--- config.mk ---
export PLATFORM = sky130hd
export DESIGN_NAME = bsa_ctrl
export DESIGN_NICKNAME = d
export VERILOG_FILES = /design/src/hdl/bsa_pkg.sv /design/src/hdl/bsa_ctrl.sv
export SDC_FILE = /design/constraint.sdc
export NUM_CORES = 1
export LEC_CHECK = 0
export BUFFER_PORTS_ARGS = -buffer_cell sky130_fd_sc_hd__buf_2
export CAP_MARGIN = 20
export CELL_PAD_IN_SITES_DETAIL_PLACEMENT = 0
export CELL_PAD_IN_SITES_GLOBAL_PLACEMENT = 1
export CORE_MARGIN = 3
export CORE_UTILIZATION = 29
export DETAILED_ROUTE_END_ITERATION = 10
export PLACE_DENSITY_LB_ADDON = 0.1
export SLEW_MARGIN = 0
export SYNTH_ARGS = -nofsm -noshare
export SYNTH_HDL_FRONTEND = slang
export SYNTH_SLANG_ARGS = --single-unit
--- constraint.sdc ---
create_clock -name clk_i -period 2.96 [get_ports clk_i]
set_input_delay 0.592 -clock clk_i [delete_from_list [all_inputs] [get_ports clk_i]]
set_output_delay 0.592 -clock clk_i [all_outputs]
set_load 0.01 [all_outputs]
--- src/hdl/bsa_pkg.sv ---
// Package for the bitmap slot allocator: sizes, status codes, FSM states and the
// command/status structs between controller and datapath. No dependencies.
package bsa_pkg;

  localparam int WORDS_PER_GROUP = 4;
  localparam int GROUP_COUNT     = 16;
  localparam int BITS_PER_WORD   = 64;
  localparam int TOTAL_WORDS     = WORDS_PER_GROUP * GROUP_COUNT;
  localparam int TOTAL_SLOTS     = TOTAL_WORDS * BITS_PER_WORD;

  localparam int SLOT_W  = 12;
  localparam int COUNT_W = 13;
  localparam int BIT_W   = $clog2(BITS_PER_WORD);
  localparam int WORD_AW = (TOTAL_WORDS > 1) ? $clog2(TOTAL_WORDS) : 1;
  localparam int HINT_W  = $clog2(GROUP_COUNT + 1);
  localparam int J_W     = $clog2(WORDS_PER_GROUP + 1);

  localparam logic REQ_ALLOC = 1'b0;
  localparam logic REQ_FREE  = 1'b1;

  typedef enum logic [1:0] {
    ST_OK        = 2'd0,
    ST_FULL      = 2'd1,
    ST_NOT_ALLOC = 2'd2,
    ST_OOR       = 2'd3
  } status_e;

  typedef enum logic [2:0] {
    S_IDLE,
    S_ALLOC_FIRST,
    S_ALLOC_SCAN,
    S_FREE_RD,
    S_FREE_CHK,
    S_RESP
  } state_e;

  typedef struct packed {
    logic    capture;
    logic    rd_cur;
    logic    rd_next;
    logic    step;
    logic    wr_alloc;
    logic    wr_free;
    logic    pend_load;
    status_e pend_status;
    logic    pend_alloc;
    logic    out_load;
  } cmd_t;

  typedef struct packed {
    logic hint_full;
    logic oor;
    logic word_full;
    logic last_word;
    logic bit_set;
  } sts_t;

endpackage

--- src/hdl/bsa_ctrl.sv ---
// Controller FSM of the bitmap slot allocator: sequences the word scan of an
// allocate and the read-modify-write of a free. Uses bsa_pkg.
module bsa_ctrl (
  input  logic          clk_i,
  input  logic          rst_ni,
  input  logic          in_valid_i,
  output logic          in_ready_o,
  input  logic          req_type_i,
  output logic          out_valid_o,
  input  logic          out_ready_i,
  input  bsa_pkg::sts_t sts_i,
  output bsa_pkg::cmd_t cmd_o
);
  import bsa_pkg::*;

  state_e state_q, state_d;
  logic   out_valid_q, out_valid_d;

  always_ff @(posedge clk_i or negedge rst_ni) begin
    if (!rst_ni) begin
      state_q     <= S_IDLE;
      out_valid_q <= 1'b0;
    end else begin
      state_q     <= state_d;
      out_valid_q <= out_valid_d;
    end
  end

  always_comb begin
    state_d     = state_q;
    in_ready_o  = 1'b0;
    cmd_o       = '0;
    cmd_o.pend_status = ST_OK;
    unique case (state_q)
      S_IDLE: begin
        in_ready_o = 1'b1;
        if (in_valid_i) begin
          cmd_o.capture = 1'b1;
          state_d = (req_type_i == REQ_FREE) ? S_FREE_RD : S_ALLOC_FIRST;
        end
      end
      S_ALLOC_FIRST: begin
        if (sts_i.hint_full) begin
          cmd_o.pend_load   = 1'b1;
          cmd_o.pend_status = ST_FULL;
          state_d = S_RESP;
        end else begin
          cmd_o.rd_cur = 1'b1;
          state_d = S_ALLOC_SCAN;
        end
      end
      S_ALLOC_SCAN: begin
        if (!sts_i.word_full) begin
          cmd_o.wr_alloc    = 1'b1;
          cmd_o.pend_load   = 1'b1;
          cmd_o.pend_status = ST_OK;
          cmd_o.pend_alloc  = 1'b1;
          state_d = S_RESP;
        end else begin
          // The next word is read while this one is checked.
          cmd_o.step = 1'b1;
          if (sts_i.last_word) begin
            cmd_o.pend_load   = 1'b1;
            cmd_o.pend_status = ST_FULL;
            state_d = S_RESP;
          end else begin
            cmd_o.rd_next = 1'b1;
          end
        end
      end
      S_FREE_RD: begin
        if (sts_i.oor) begin
          cmd_o.pend_load   = 1'b1;
          cmd_o.pend_status = ST_OOR;
          state_d = S_RESP;
        end else begin
          cmd_o.rd_cur = 1'b1;
          state_d = S_FREE_CHK;
        end
      end
      S_FREE_CHK: begin
        cmd_o.pend_load = 1'b1;
        if (sts_i.bit_set) begin
          cmd_o.wr_free     = 1'b1;
          cmd_o.pend_status = ST_OK;
        end else begin
          cmd_o.pend_status = ST_NOT_ALLOC;
        end
        state_d = S_RESP;
      end
      S_RESP: begin
        if (!out_valid_q || out_ready_i) begin
          cmd_o.out_load = 1'b1;
          state_d = S_IDLE;
        end
      end
      default: state_d = S_IDLE;
    endcase
  end

  always_comb begin
    if (cmd_o.out_load) begin
      out_valid_d = 1'b1;
    end else if (out_ready_i) begin
      out_valid_d = 1'b0;
    end else begin
      out_valid_d = out_valid_q;
    end
  end

  assign out_valid_o = out_valid_q;

endmodule

# Word-level counts from Yosys, hierarchy flattened
# Cells that the tools add are included.
[op_classes]
eq_ne = 8
mux = 31
reduce_logical = 5
[op_table]
columns = ["cell", "n"]
rows = [
  ["3-bit 2-to-1 mux", 10],
  ["3-bit one-hot mux with 6 select lines", 1],
  ["1-bit 2-to-1 mux", 15],
  ["3-bit one-hot mux with 4 select lines", 1],
  ["3-bit by 2-bit equality test with 1-bit output (second input constant)", 2],
  ["3-bit equality test (second input constant)", 2],
  ["2-bit 2-to-1 mux", 3],
  ["2-bit != test (second input constant)", 2],
  ["3-bit by 1-bit equality test with 1-bit output (second input constant)", 1],
  ["3-bit zero test", 1],
  ["3-bit != test (second input constant)", 1],
  ["3-bit AND reduction", 1],
  ["1-bit one-hot mux with 2 select lines", 1],
  ["2-bit nonzero test", 1],
  ["1-bit zero test", 1],
  ["1-bit logical OR", 1],
]
[word_totals]
reg_bits = 4
input_bits = 10

# Logic depth before layout (Yosys ltp)
# Gate-level depths: netlist of the first run.
[logic_depth]
ltp_word = 5
depth_mapped = 5

# Least setup slack after synthesis of the first run
# Ideal clock, no wire load.
[synth_timing]
kind = "register to output"
startpoint = "register state_q[0]"
endpoint = "output cmd_o[6] (netlist bit)"
arrival_ps = 1359
t_required_ps = 2368
slack_ps = 1009
path_stages_with_launch = 4
cell_sequence = "dfrtp_1 > buf_2 > nor4b_1 > buf_4"
[synth_rtl]
columns = ["element", "line", "rtl"]
rows = [
  ["start, declared", "bsa_ctrl.sv:16", "state_e state_q, state_d;"],
  ["start signal, assigned", "bsa_ctrl.sv:24", "state_q <= state_d;"],
  ["end, declared", "bsa_ctrl.sv:12", "output bsa_pkg::cmd_t cmd_o"],
]

==> results.sh, run 1 <==
export IMPL_status="finished clean"
export IMPL_p_int_mw=0.272
export IMPL_rsz0062_at_grt="no"
export IMPL_worst_pin_slew_ns=0.427
export IMPL_root_buffer="clkbuf_4"
export IMPL_fin_worst_skew_ns=0.00138
export IMPL_via_per_inst=4.85
export IMPL_ctsHoldBuffers=0
export IMPL_fin_nets=80
export IMPL_dpl_cell_count=79
export IMPL_cts_tree="built"
export IMPL_die_h_um=42.6
export IMPL_drv_cap=0
export IMPL_synth_distinct_cells=25
export IMPL_ys_ff_latch=4
export IMPL_power_switching_mw=0.228
export IMPL_vias=398
export IMPL_required_ns=2.37
export IMPL_io_buffer_count=22
export IMPL_timing_rr_start="state_q[2]$_DFFE_PN0P_"
export IMPL_grt_pass1_wl_um=1350
export IMPL_fin_cells=82
export IMPL_dieWidth_um=42.6
export IMPL_tns_ns=0
export IMPL_vdd_ir_drop_worst_uv=426
export IMPL_timing_final_crit_share_pct=69.3
export IMPL_grt_pass1_vias=333
export IMPL_clk_pin_slew_worst_paths_ns=0.04
export IMPL_htreeDepth=1
export IMPL_ys_warn_count=0
export IMPL_combPwrFrac_pct=56.7
export IMPL_max_freq_ghz=0.487
export IMPL_multiInputGateArea_sq_um=249
export IMPL_worst_ep_arrival_time_ns=1.46
export IMPL_row_count=12
export IMPL_syn_nets=58
export IMPL_synth_area_sq_um=389
export IMPL_ant_nets=0
export IMPL_synth_area_per_cell_sq_um=8.11
export IMPL_p_clk_share_pct=13.0
export IMPL_crit_fanout=12
export IMPL_drc=0
export IMPL_max_slew_margin_rel_pct=71.6
export IMPL_diodes=0
export IMPL_cp_start_kind="register"
export IMPL_place_congestion=0.711
export IMPL_r2r_end="state_q[2]$_DFFE_PN0P_"
export IMPL_layout_commonest_cell="buf_2"
export IMPL_p_sw_share_pct=45.6
export IMPL_initialDrtViolationCount=5
export IMPL_fill_cells=134
export IMPL_initial_core_util_pct=32.8
export IMPL_final_max_slew_violation_count=0
export IMPL_seqPwrFrac_pct=30.3
export IMPL_clk_path_buf_depth=2
export IMPL_final_seq_area_sq_um=100
export IMPL_min_period_ns=2.05
export IMPL_ys_seq_area_share_pct=25.7
export IMPL_r2r_slack_ns=1.61
export IMPL_leakagePower_nw=0.286
export IMPL_drive_above_1_share_pct=42.6
export IMPL_reg2regPathDepth=3
export IMPL_power_density_nw_per_um2=994
export IMPL_cts_buffers=3
export IMPL_antenna_found_initial=0
export IMPL_postCtsSetupBuffers=0
export IMPL_firstDrtPassIters=4
export IMPL_hold_violations=0
export IMPL_syn_inst=48
export IMPL_dpl_hpwl_um=696
export IMPL_crit_type="reg -> out"
export IMPL_numClockSinks=4
export IMPL_overflow=0
export IMPL_grtUsageTotal_pct=9.76
export IMPL_hold_path_class="in -> async"
export IMPL_clk_latency_ns=0.23
export IMPL_final_cell_mix="buf_2, nand2_1, nand2b_1, dfrtp_1"
export IMPL_core_sq_um=1190
export IMPL_grt_start_max_net_pins=15
export IMPL_routed_wl_um=872
export IMPL_post_cts_resized=0
export IMPL_ios=23
export IMPL_dieArea_sq_um=1820
export IMPL_endpoint_kind="output pin"
export IMPL_area_growth_pct=29.3
export IMPL_setup_violations=0
export IMPL_avgRoutedWirePerCell_um=10.6
-- flip-flops by register name, summed over array words and instances (netlist names) --
register,cells
state_q,3
out_valid_o,1
-- cells in the mapped netlist --
cell | n | share of area [%]
o31ai_4 | 1 | 5.5
dfrtp_1 | 4 | 26
buf_6 | 1 | 2.9
and2b_1 | 1 | 1.9
o21ai_1 | 1 | 1.3
a31oi_1 | 1 | 1.6
a21oi_1 | 3 | 3.9
inv_1 | 1 | 0.96
buf_2 | 2 | 2.6
buf_4 | 2 | 3.9
nor4b_1 | 1 | 2.3
nand2b_1 | 4 | 6.4
a21o_1 | 2 | 3.9
nor3_2 | 1 | 2.6
and3b_1 | 1 | 2.3
nor2_1 | 3 | 2.9
and2_4 | 1 | 2.3
nor2b_1 | 1 | 1.6
mux2i_1 | 1 | 2.6
o22ai_1 | 2 | 3.2
and2_1 | 1 | 1.6
and3_1 | 2 | 3.2
o32ai_1 | 1 | 2.3
and4bb_4 | 1 | 4.2
nand2_1 | 9 | 8.7
-- critical path, cell delays in order (launching register included) --
cell	delay, ns
dfrtp_1	0.51
and4bb_4	0.41
and2_4	0.18
buf_2	0.13
-- how the worst max path moves through the flow --
stage | start | end | slack, ns | depth (start not counted)
floorplan | state_q[0]$_DFFE_PN0P_ | cmd_o[6] | 1.01 | 3
CTS | state_q[2]$_DFFE_PN0P_ | cmd_o[8] | 0.91 | 3
global placement | sts_i[1] | cmd_o[4] | 1.13 | 6
finish | state_q[2]$_DFFE_PN0P_ | cmd_o[8] | 0.91 | 3
global route | state_q[0]$_DFFE_PN0P_ | cmd_o[8] | 0.84 | 3
detailed placement | sts_i[2] | cmd_o[8] | 1.13 | 4
-- through the flow --
| step | total power, mW | instance area (sq um) | util, % | setup slack, ns | hold slack, ns |
|---|---|---|---|---|---|
| floorplan | 0.375 | 389 | - | 1.01 | 0.296 |
| global placement | 0.445 | 480 | 40.5 | 1.13 | 0.396 |
| detailed placement | 0.441 | 480 | 40.5 | 1.13 | 0.397 |
| CTS | 0.508 | 503 | 42.4 | 0.906 | 0.152 |
| global route | 0.547 | 503 | 42.4 | 0.844 | 0.148 |
| finish | 0.500 | 503 | 42.4 | 0.908 | 0.156 |
-- layout make-up --
class	instances	area share, %
Inverter	1	0.746
Clock buffer	3	4.48
Tap cell	14	3.48
Multi-Input combinational cell	38	49.5
Timing Repair Buffer	22	21.9
Sequential cell	4	19.9
-- per-layer routing --
| metal | part of all wire [%] | track usage (%) | vias up |
|---|---|---|---|
| met4 | 0 | 5.59 | 0 |
| met5 | 0 | 0 | - |
| met1 | 46 | 11.8 | 175 |
| met3 | 8.3 | 3.43 | 0 |
| met2 | 46 | 14.7 | 13 |
| li1 | - | - | 210 |
-- power groups by stage --
| stage | clock network, mW | logic, mW | registers [mW] |
|---|---|---|---|
| floorplan | 0 | 0.275 | 0.0994 |
| global placement | 0 | 0.291 | 0.154 |
| detailed placement | 0 | 0.289 | 0.152 |
| CTS | 0.0675 | 0.289 | 0.151 |
| global route | 0.0747 | 0.315 | 0.157 |
| finish | 0.0650 | 0.284 | 0.151 |
-- logic make-up (layout without fill, tap and decap cells) --
kind of cell	after synthesis	count (layout)	synth area share [%]
AOI/OAI and AO/OA	11	11	21.5
buffers and inverters	6	26	10.3
DFF	4	4	25.7
muxes	1	1	2.57
and+or+nand+nor	26	26	39.9
Power figures use the tool's default switching activity.
==> inputs of run 2 (changes only) <==
--- a/config.mk
+++ b/config.mk
@@ -5,12 +5,13 @@
 export SDC_FILE = /design/constraint.sdc
 export NUM_CORES = 1
 export LEC_CHECK = 0
+export ABC_AREA = 1
 export BUFFER_PORTS_ARGS = -buffer_cell sky130_fd_sc_hd__buf_2
 export CAP_MARGIN = 20
 export CELL_PAD_IN_SITES_DETAIL_PLACEMENT = 0
 export CELL_PAD_IN_SITES_GLOBAL_PLACEMENT = 1
 export CORE_MARGIN = 3
-export CORE_UTILIZATION = 29
+export CORE_UTILIZATION = 23
 export DETAILED_ROUTE_END_ITERATION = 10
 export PLACE_DENSITY_LB_ADDON = 0.1
 export SLEW_MARGIN = 0
==> constraint.sdc (replaced) <==
create_clock -name clk_i -period 1.68 [get_ports clk_i]
set_input_delay 0.336 -clock clk_i [delete_from_list [all_inputs] [get_ports clk_i]]
set_output_delay 0.336 -clock clk_i [all_outputs]
set_load 0.01 [all_outputs]
==> run 2 against run 1 <==
  * Die area up 20%
  * Count of clock-buffer cells in the layout unchanged
  * Sequential share of layout area down 2.5 points
  * Power up 90%
  * Core utilization down 3.8 points
  * Largest power group unchanged
==> results.sh, run 2 <==
export IMPL_status="finished clean"
export IMPL_seqPwrFrac_pct=22.8
export IMPL_required_ns=1.34
export IMPL_wl_met1_um=433
export IMPL_synth_edf_count=0
export IMPL_synthAdderAreaFrac_pct=0
export IMPL_ys_ff_latch=4
export IMPL_holdPathStages=4
export IMPL_final_cell_mix="buf_2, nand2_1, inv_1"
export IMPL_whs_ns=0.394
export IMPL_initialDrtViolationCount=7
export IMPL_worst_pin_slew_ns=0.199
export IMPL_p_sw_share_pct=46.3
export IMPL_synth_top_area_share_pct=26.2
export IMPL_synth_xor_area_share_pct=0
export IMPL_wl_met3_um=75
export IMPL_yosys_area_share_simple_pct=47.9
export IMPL_htreeDepth=1
export IMPL_largest_register_ff_count=3
export IMPL_place_congestion=0.722
export IMPL_endpoint_kind="output pin"
export IMPL_row_count=14
export IMPL_dpl_hpwl_um=786
export IMPL_max_slew_margin_rel_pct=86.6
export IMPL_cts_buffers=3
export IMPL_min_period_ns=1.63
export IMPL_routed_wl_um=1050
export IMPL_async_reset_ff_share_pct=100
export IMPL_core_sq_um=1540
export IMPL_synth_distinct_cells=18
export IMPL_reg2regPathDepth=5
export IMPL_power_switching_mw=0.440
export IMPL_top_layer="met3"
export IMPL_crit_start="state_q[1]$_DFFE_PN0P_"
export IMPL_numClockSinks=4
export IMPL_area_growth_pct=56.1
export IMPL_timing_rr_start="state_q[1]$_DFFE_PN0P_"
export IMPL_ios=23
export IMPL_ys_seq_area_share_pct=26.2
export IMPL_synthMuxAreaShare_pct=0
export IMPL_met2RoutedLength_um=545
export IMPL_timing_final_crit_share_pct=97.2
export IMPL_avgRoutedWirePerCell_um=9.75
export IMPL_power_density_nw_per_um2=1600
export IMPL_max_freq_ghz=0.613
export IMPL_rsz0062_at_grt="yes"
export IMPL_dieArea_sq_um=2180
export IMPL_worst_path_buf_inv=2
export IMPL_drv_cap=0
export IMPL_vdd_ir_drop_worst_uv=730
export IMPL_diodes=0
export IMPL_crit_family="flip-flops"
export IMPL_via_per_inst=4.52
export IMPL_synth_compound_area_share_pct=9.84
export IMPL_cp_start_kind="register"
export IMPL_vias=488
export IMPL_grt_pass1_vias=403
export IMPL_post_synth_top_count_cell="nand2_1"
export IMPL_setup_violations=0
export IMPL_crit_fanout=7
export IMPL_antenna_found_initial=0
export IMPL_synth_area_sq_um=382
export IMPL_synth_top_family_by_area="simple AND/OR/NAND/NOR gates"
export IMPL_initial_core_util_pct=24.8
export IMPL_path_depth=5
export IMPL_die_h_um=46.7
export IMPL_crit_type="reg -> out"
export IMPL_crit_path_end="cmd_o[4]"
export IMPL_yosysTopAreaCell="dfrtp_1"
export IMPL_fin_nets=104
export IMPL_firstDrtPassIters=3
export IMPL_dieWidth_um=46.7
export IMPL_grt_pass1_wl_um=1590
export IMPL_cts_tree="built"
export IMPL_hold_violations=0
export IMPL_dpl_cell_count=96
export IMPL_p_int_mw=0.510
export IMPL_fin_cells=108
export IMPL_grt_start_max_net_pins=12
export IMPL_layout_commonest_cell="buf_2"
export IMPL_fin_worst_skew_ns=0.00631
export IMPL_grtUsageTotal_pct=10.3
export IMPL_ant_nets=0
export IMPL_r2r_end="state_q[2]$_DFFE_PN0P_"
export IMPL_io_buffer_count=22
export IMPL_syn_nets=71
export IMPL_synthTopCellsByArea="dfrtp_1, nand2_1, nand3_1"
export IMPL_synth_commonest_cells="nand2_1, inv_1, nand3_1, nor2_1"
export IMPL_ys_warn_count=0
export IMPL_combPwrFrac_pct=64.9
export IMPL_path_cells="inv_4 -> nand4_1 -> and2_4 -> o211ai_1 -> buf_2"
export IMPL_hold_path_class="in -> reg"
export IMPL_slowest_stage="dfrtp_2"
export IMPL_drc=0
export IMPL_overflow=0
export IMPL_clk_latency_ns=0.23
export IMPL_syn_inst=61
export IMPL_leakagePower_nw=0.355
export IMPL_final_max_slew_violation_count=0
export IMPL_yosys_most_used_dff="dfrtp_1"
export IMPL_root_buffer="clkbuf_4"
export IMPL_synth_area_per_cell_sq_um=6.26
export IMPL_top_register="state_q"
export IMPL_drive_above_1_share_pct=50.0
export IMPL_clk_pin_slew_worst_paths_ns=0.04
export IMPL_max_stage_delay_ns=0.47
export IMPL_p_clk_share_pct=12.3
export IMPL_clk_path_buf_depth=2
export IMPL_worst_ep_arrival_time_ns=1.30
export IMPL_r2r_slack_ns=0.45
run 2: timing repair:
action                                 4_1_cts  5_1_grt
setup endpoints to repair                    2        3
hold buffers                                 1        0
endpoints found under the hold margin        4        0
gates resized for setup                      5        2
setup buffers                                3        5
run 2: final cells by class:
class                      count  area, sq um
sequential                     4          104
inverter                      11         46.3
fill                         187          946
tap                           16         20.0
timing repair buffer          31          178
clock buffer                   3         22.5
multi-input combinational     43          225
run 2: worst min-delay path by stage:
stage | startpoint | endpoint
floorplan | rst_ni | out_valid_o$_DFFE_PN0P_
global placement | rst_ni | out_valid_o$_DFFE_PN0P_
detailed placement | rst_ni | out_valid_o$_DFFE_PN0P_
CTS | out_ready_i | out_valid_o$_DFFE_PN0P_
global route | out_ready_i | out_valid_o$_DFFE_PN0P_
finish | out_ready_i | out_valid_o$_DFFE_PN0P_
run 2: power groups by stage:
| stage | registers, mW | clock network, mW | logic (mW) |
|---|---|---|---|
| 6_report | 0.217 | 0.117 | 0.617 |
| 5_1_grt | 0.223 | 0.129 | 0.694 |
| 4_1_cts | 0.239 | 0.123 | 0.511 |
| 3_5_place_dp | 0.225 | 0 | 0.468 |
| 3_3_place_gp | 0.225 | 0 | 0.480 |
| 2_1_floorplan | 0.187 | 0 | 0.363 |
run 2: cells by family (layout without fill, tap and decap cells):
group                  Yosys count  in the layout
and+or+nand+nor                 36             36
buffers and inverters           14             45
AOI/OAI and AO/OA                7              7
DFF                              4              4
run 2: through the flow:
| step | setup WS, ns | setup TNS (ns) | power [mW] | cell area (sq um) | utilization, % |
|---|---|---|---|---|---|
| 3_5_place_dp | 0.161 | 0 | 0.693 | 492 | 31.9 |
| 5_1_grt | -0.0205 | -0.0205 | 1.05 | 596 | 38.6 |
| 2_1_floorplan | 0.282 | 0 | 0.550 | 382 | - |
| 3_3_place_gp | 0.198 | 0 | 0.706 | 492 | 31.9 |
| 4_1_cts | 0.0180 | 0 | 0.872 | 556 | 36.0 |
| 6_report | 0.0475 | 0 | 0.950 | 596 | 38.6 |
run 2: worst reg2reg max path: cells and delay by family (launching register included):
| family | cells | cell delay (ns) |
|---|---|---|
| flip-flops | 1 | 0.47 |
| AND/OR/NAND/NOR | 3 | 0.39 |
| buffers and inverters | 1 | 0.16 |
| AO/OA/AOI/OAI | 1 | 0.07 |
run 2: per-layer routing:
metal / vias up / global-route usage, %
met3: 0 / 2.68
met2: 11 / 16.2
met1: 216 / 12.6
met5: - / 0
li1: 261 / -
met4: 0 / 6.63
